File: src/cau_pkg.sv
`timescale 1ns / 1ps
package cau_pkg;

  localparam int DW = 16;
  localparam int FB = 8;
  localparam int PW = 2 * DW;
  localparam int MW = 2 * DW + 1;
  localparam int CW = MW + DW;
  localparam int QDEPTH = 4;

  typedef enum logic [1:0] {
    FUNC_ADD = 2'd0,
    FUNC_SUB = 2'd1,
    FUNC_MUL = 2'd2,
    FUNC_DIV = 2'd3
  } func_t;

  typedef struct packed {
    logic [1:0]           func;
    logic signed [DW-1:0] a_re;
    logic signed [DW-1:0] a_im;
    logic signed [DW-1:0] b_re;
    logic signed [DW-1:0] b_im;
  } op_t;

  typedef struct packed {
    logic signed [DW-1:0] res_re;
    logic signed [DW-1:0] res_im;
    logic                 saturated;
    logic                 div_zero;
  } res_t;

  // Classified item passed from front to back.
  typedef struct packed {
    logic          is_div;
    logic          dz;
    logic          re_neg;
    logic [MW-1:0] re_mag;
    logic          im_neg;
    logic [MW-1:0] im_mag;
    logic [MW-1:0] den;
  } work_t;

  typedef struct packed {
    logic          neg;
    logic [MW-1:0] mag;
    logic          ovf;
    logic [CW-1:0] rem;
    logic [DW-1:0] q;
  } lane_t;

  typedef struct packed {
    logic          is_div;
    logic          dz;
    logic [MW-1:0] den;
    lane_t         re;
    lane_t         im;
  } bst_t;

  localparam logic [MW-1:0] POS_LIM = (MW'(1) << (DW - 1)) - MW'(1);
  localparam logic [MW-1:0] NEG_LIM = MW'(1) << (DW - 1);

  // Returns {sat, value}.
  function automatic logic [DW:0] clip(input logic neg, input logic [MW-1:0] mag);
    logic [DW-1:0] v;
    logic          s;
    s = 1'b0;
    if (neg) begin
      if (mag > NEG_LIM) begin
        s = 1'b1;
        v = NEG_LIM[DW-1:0];
      end else begin
        v = DW'(0) - mag[DW-1:0];
      end
    end else begin
      if (mag > POS_LIM) begin
        s = 1'b1;
        v = POS_LIM[DW-1:0];
      end else begin
        v = mag[DW-1:0];
      end
    end
    return {s, v};
  endfunction

endpackage

File: src/cau_fifo.sv
`timescale 1ns / 1ps
module cau_fifo #(
  parameter int DEPTH = 4
) (
  input  logic           clk,
  input  logic           rst,
  input  logic           push,
  input  cau_pkg::work_t wdata,
  output logic           full,
  input  logic           pop,
  output logic           nonempty,
  output cau_pkg::work_t rdata
);

  localparam int AW = (DEPTH > 1) ? $clog2(DEPTH) : 1;

  cau_pkg::work_t    mem [DEPTH];
  logic [AW-1:0]     wp;
  logic [AW-1:0]     rp;
  logic [AW:0]       cnt;
  logic              do_push;
  logic              do_pop;

  assign full     = (cnt == (AW + 1)'(DEPTH));
  assign nonempty = (cnt != '0);
  assign rdata    = mem[rp];
  assign do_push  = push && !full;
  assign do_pop   = pop && nonempty;

  always_ff @(posedge clk) begin
    if (rst) begin
      wp  <= '0;
      rp  <= '0;
      cnt <= '0;
    end else begin
      if (do_push) begin
        wp <= (wp == AW'(DEPTH - 1)) ? '0 : wp + AW'(1);
      end
      if (do_pop) begin
        rp <= (rp == AW'(DEPTH - 1)) ? '0 : rp + AW'(1);
      end
      cnt <= cnt + (AW + 1)'(do_push) - (AW + 1)'(do_pop);
    end
  end

  always_ff @(posedge clk) begin
    if (do_push) begin
      mem[wp] <= wdata;
    end
  end

endmodule

File: config.mk
export PLATFORM = sky130hd
export DESIGN_NAME = cau_fifo
export DESIGN_NICKNAME = d
export VERILOG_FILES = /design/src/cau_pkg.sv /design/src/cau_fifo.sv
export SDC_FILE = /design/constraint.sdc
export NUM_CORES = 1
export LEC_CHECK = 0
export BUFFER_PORTS_ARGS = -buffer_cell sky130_fd_sc_hd__buf_2
export CORE_UTILIZATION = 50
export CTS_CLUSTER_SIZE = 25
export DETAILED_ROUTE_END_ITERATION = 10
export GPL_TIMING_DRIVEN = 0
export PLACE_DENSITY = 0.82
export RECOVER_POWER = 25
export SLEW_MARGIN = 20
export SYNTH_ARGS = -nofsm -noshare
export SYNTH_HDL_FRONTEND = slang
export SYNTH_SLANG_ARGS = --single-unit
File: constraint.sdc
create_clock -name clk -period 2.52 [get_ports clk]
set_input_delay 0.252 -clock clk [delete_from_list [all_inputs] [get_ports clk]]
set_output_delay 0.252 -clock clk [all_outputs]
set_load 0.1 [all_outputs]
==> summary.md <==
| Metric | Value |
|---|---|
| R2r worst-path depth | 11 |
| DR vias/cell | 5.33 |
| Std cell rows | 63 |
| Vias post-DR | 7,343 |
| H-Tree Depth | 2 |
| Chip width | between 150 and 200 um |
| Unrepaired setup endpoints after global routing | no |
| Sequential share of the synthesized area | 0.816 |
| Setup violations, final | 0 |
| Core area | 0.0300 sq mm |
| YS warnings | 0 |
| Port bufs | 210 |
| Vias in the first global route | 8,055 |
| Number of fill cells in the layout | 1,960 |
| Largest net degree at the start of global routing | 48 |
| Fmax | between 400 and 500 MHz |
| Clk root buf | clkbuf_16 |
| Placed cell count | between 1,000 and 1,500 |
| RR Endpoint | cnt[2] |
| Total congestion overflow | 0 |
| R2R Path Start | cnt[0] |
| Number of enable flip-flop cells after synthesis | 412 |
| Final Non-Filler Cells | around 1,400 |
| R2R setup slack | 0.14 ns |
| Power per Cell Area | around 1300 mW/mm^2 |
| Routed Antenna Nets | 0 |
| Placer congestion estimate | 0.698 |
| CP startpoint kind | register |
| Synthesized area | 0.0154 sq mm |
| Drt initial violations | approximately 440 |
| Final Hold Vio Count | 0 |
| Critical path required time | 2.27 ns |
| Setup crit end kind | output pin |
| Area of the multi-input gates | 0.00262 sq mm |
| Mapped Nets | 704 |
| Area grow syn2layout | 27.9% |
| Actual slew at the worst max-slew pin | roughly 0.61 ns |
| Post-synth ARST share | 0 |
| Starting Density | 0.514 |
| Clock insertion delay at the later pin of the skew report | 0.52 ns |
| Dominant synthesized flop cell | edfxtp_1 |
| I/O pins | 212 |
| CTS buffer count | 42 |
| Synth area leader | edfxtp_1 |
| Count leader, synth | edfxtp_1 |
| Max VDD drop | 0.000978 V |
| Hold EP | wp[1] |
| CTS sink cnt | 421 |
| # DRC | 0 |
| Fin crit share | 0.969 |
| Worst path arrival time | 2.19 ns |
| Netlist cell types | 29 |
| Register area | 0.0126 sq mm |
| Core Util, Final | 0.657 |
| Worst-case clock buffer depth | 3 |
| Leakage power | 6.62 nW |
| Clk pin slew, worst setup/hold paths | about 0.060 ns |
| Layout Skew | 0.00866 ns |
| Die Area | 0.0315 sq mm |
| Drt first pass iters | 4 |
| Hold path cells | 3 |
| Critical path type | reg2out |
| First-pass GRT wire length | ~44 mm |
| Final WL | 29.2 mm |
| Nets@finish | 1,069 |
| DR WL/cell | between 20 and 25 um |
| Slew Viols, Final | 0 |
| Crit Path Max Fanout | 10 |
| Syn_area_per_cell | 26.1 sq um |
| CTS tree | yes |
| Worst hold path class | in2reg |
| Slew Limit Headroom | 0.591 |
| Synth top area cells | edfxtp_1 80%, mux4_2 15%, dfxtp_1 1.2% |
| Hold_sp | push |
| Post-DP HPWL | 17.4 mm |
| Synthesized instance count | 589 |
| Status | finished clean |
| Initial antenna violation count | 2 |
| # Max-Cap Violations | 0 |
| Synth Register Bits | about 420 |
| Total GRT Usage | 0.188 |
| Share of layout cells above drive strength 1 | 0.364 |
| Top-area cell type share of the netlist area | 0.804 |
| Final min period | around 2.4 ns |
| Die Height | between 150 and 200 um |
| Post-synth top cells | 412 x edfxtp_1, 103 x mux4_2, 9 x dfxtp_1 |
[cell usage in the layout, fill, tap and decap left out, types with 2 or more instances in the layout]
| cell type | count |
|---|---|
| buf_16 | 5 |
| nor2_1 | 3 |
| a21oi_1 | 2 |
| buf_1 | 2 |
| clkinv_1 | 6 |
| ha_1 | 7 |
| buf_2 | 114 |
| mux4_2 | 103 |
| clkbuf_16 | 45 |
| bufinv_16 | 7 |
| clkinv_2 | 9 |
| dfxtp_1 | 7 |
| dlygate4sd3_1 | 103 |
| buf_12 | 3 |
| and3_4 | 4 |
| nand3_1 | 2 |
| buf_8 | 8 |
| edfxtp_1 | 412 |
| clkbuf_1 | 67 |
| inv_1 | 7 |
| clkinv_4 | 2 |
| clkbuf_4 | 11 |
| buf_4 | 37 |
[how the worst max path moves through the flow]
stage                        start    endpoint  slack, ns  cells after the start
after floorplan             cnt[1]   mem[0][0]       0.13                      3
final                     register    rdata[0]       0.08                      3
after global placement      cnt[1]  mem[1][89]      -0.84                      3
after detailed placement    cnt[1]      cnt[2]      -0.03                     12
after global routing      register   rdata[42]     0.0009                      5
after CTS                 register   rdata[43]       0.02                      5
[flip-flops by register name, summed over array words and instances, names as in the netlist, named ones only]
signal / cells
mem: 412
cnt: 3
rp: 2
wp: 2
[area by class of cell]
class / count / share of cell area
sequential: 421 / 0.638
multi-input combinational: 136 / 0.133
timing repair buffer: 322 / 0.118
clock buffer: 50 / 0.0582
tap: 390 / 0.0248
clock inverter: 26 / 0.0158
buffer: 24 / 0.0108
inverter: 7 / 0.00134
antenna: 1 / 0.000127
[per-layer routing]
layer	wire length, um	vias up	global-route usage
met5	13	-	0
met4	682	2	0.0620
met3	2080	56	0.0516
met2	15000	242	0.324
met1	11400	3776	0.230
li1	-	3267	-
[worst max-delay path, stage by stage, from the launching register on]
cell and delay (ns):
dfxtp_1 0.39, buf_1 0.50, mux4_2 0.33, buf_2 0.45
[through the flow]
step	setup WS (ns)	cell area [sq um]	total power, mW	setup TNS, ns	hold WS (ns)
3_5_place_dp	-0.0294	17100	18.2	-0.0294	0.469
5_1_grt	0.000893	19700	25.5	0	0.0700
4_1_cts	0.0184	19700	25.0	0	0.0504
6_report	0.0770	19700	24.8	0	0.0823
3_3_place_gp	-0.837	16900	18.0	-339.49	0.463
2_1_floorplan	0.128	15400	16.6	0	0.351
[cell families (layout without fill, tap and decap cells)]
family,count (synthesis),after routing,synth area share
mux,104,104,0.151
buf+inv,32,429,0.0160
fa+ha+maj,8,8,0.00699
compound gates,5,5,0.00244
other cells,0,1,0
xor+xnor,1,1,0.000569
flops,421,421,0.816
simple gates,18,18,0.00707
[timing repair]
action                     4_1_cts  5_1_grt
resized for setup               36       16
hold endpoints to repair       412        0
setup buffers                    0        1
hold buffers                   103        0
pin swaps                        0        3
setup endpoints to repair       78       13
[report_power, final]
part	internal (mW)	total [mW]	switching [mW]	leakage, nW
registers	8.56	8.74	0.186	3.85
logic	2.24	9.56	7.31	2.06
clock network	3.97	6.46	2.50	0.717
No activity file was read; power rests on OpenSTA's default activity.
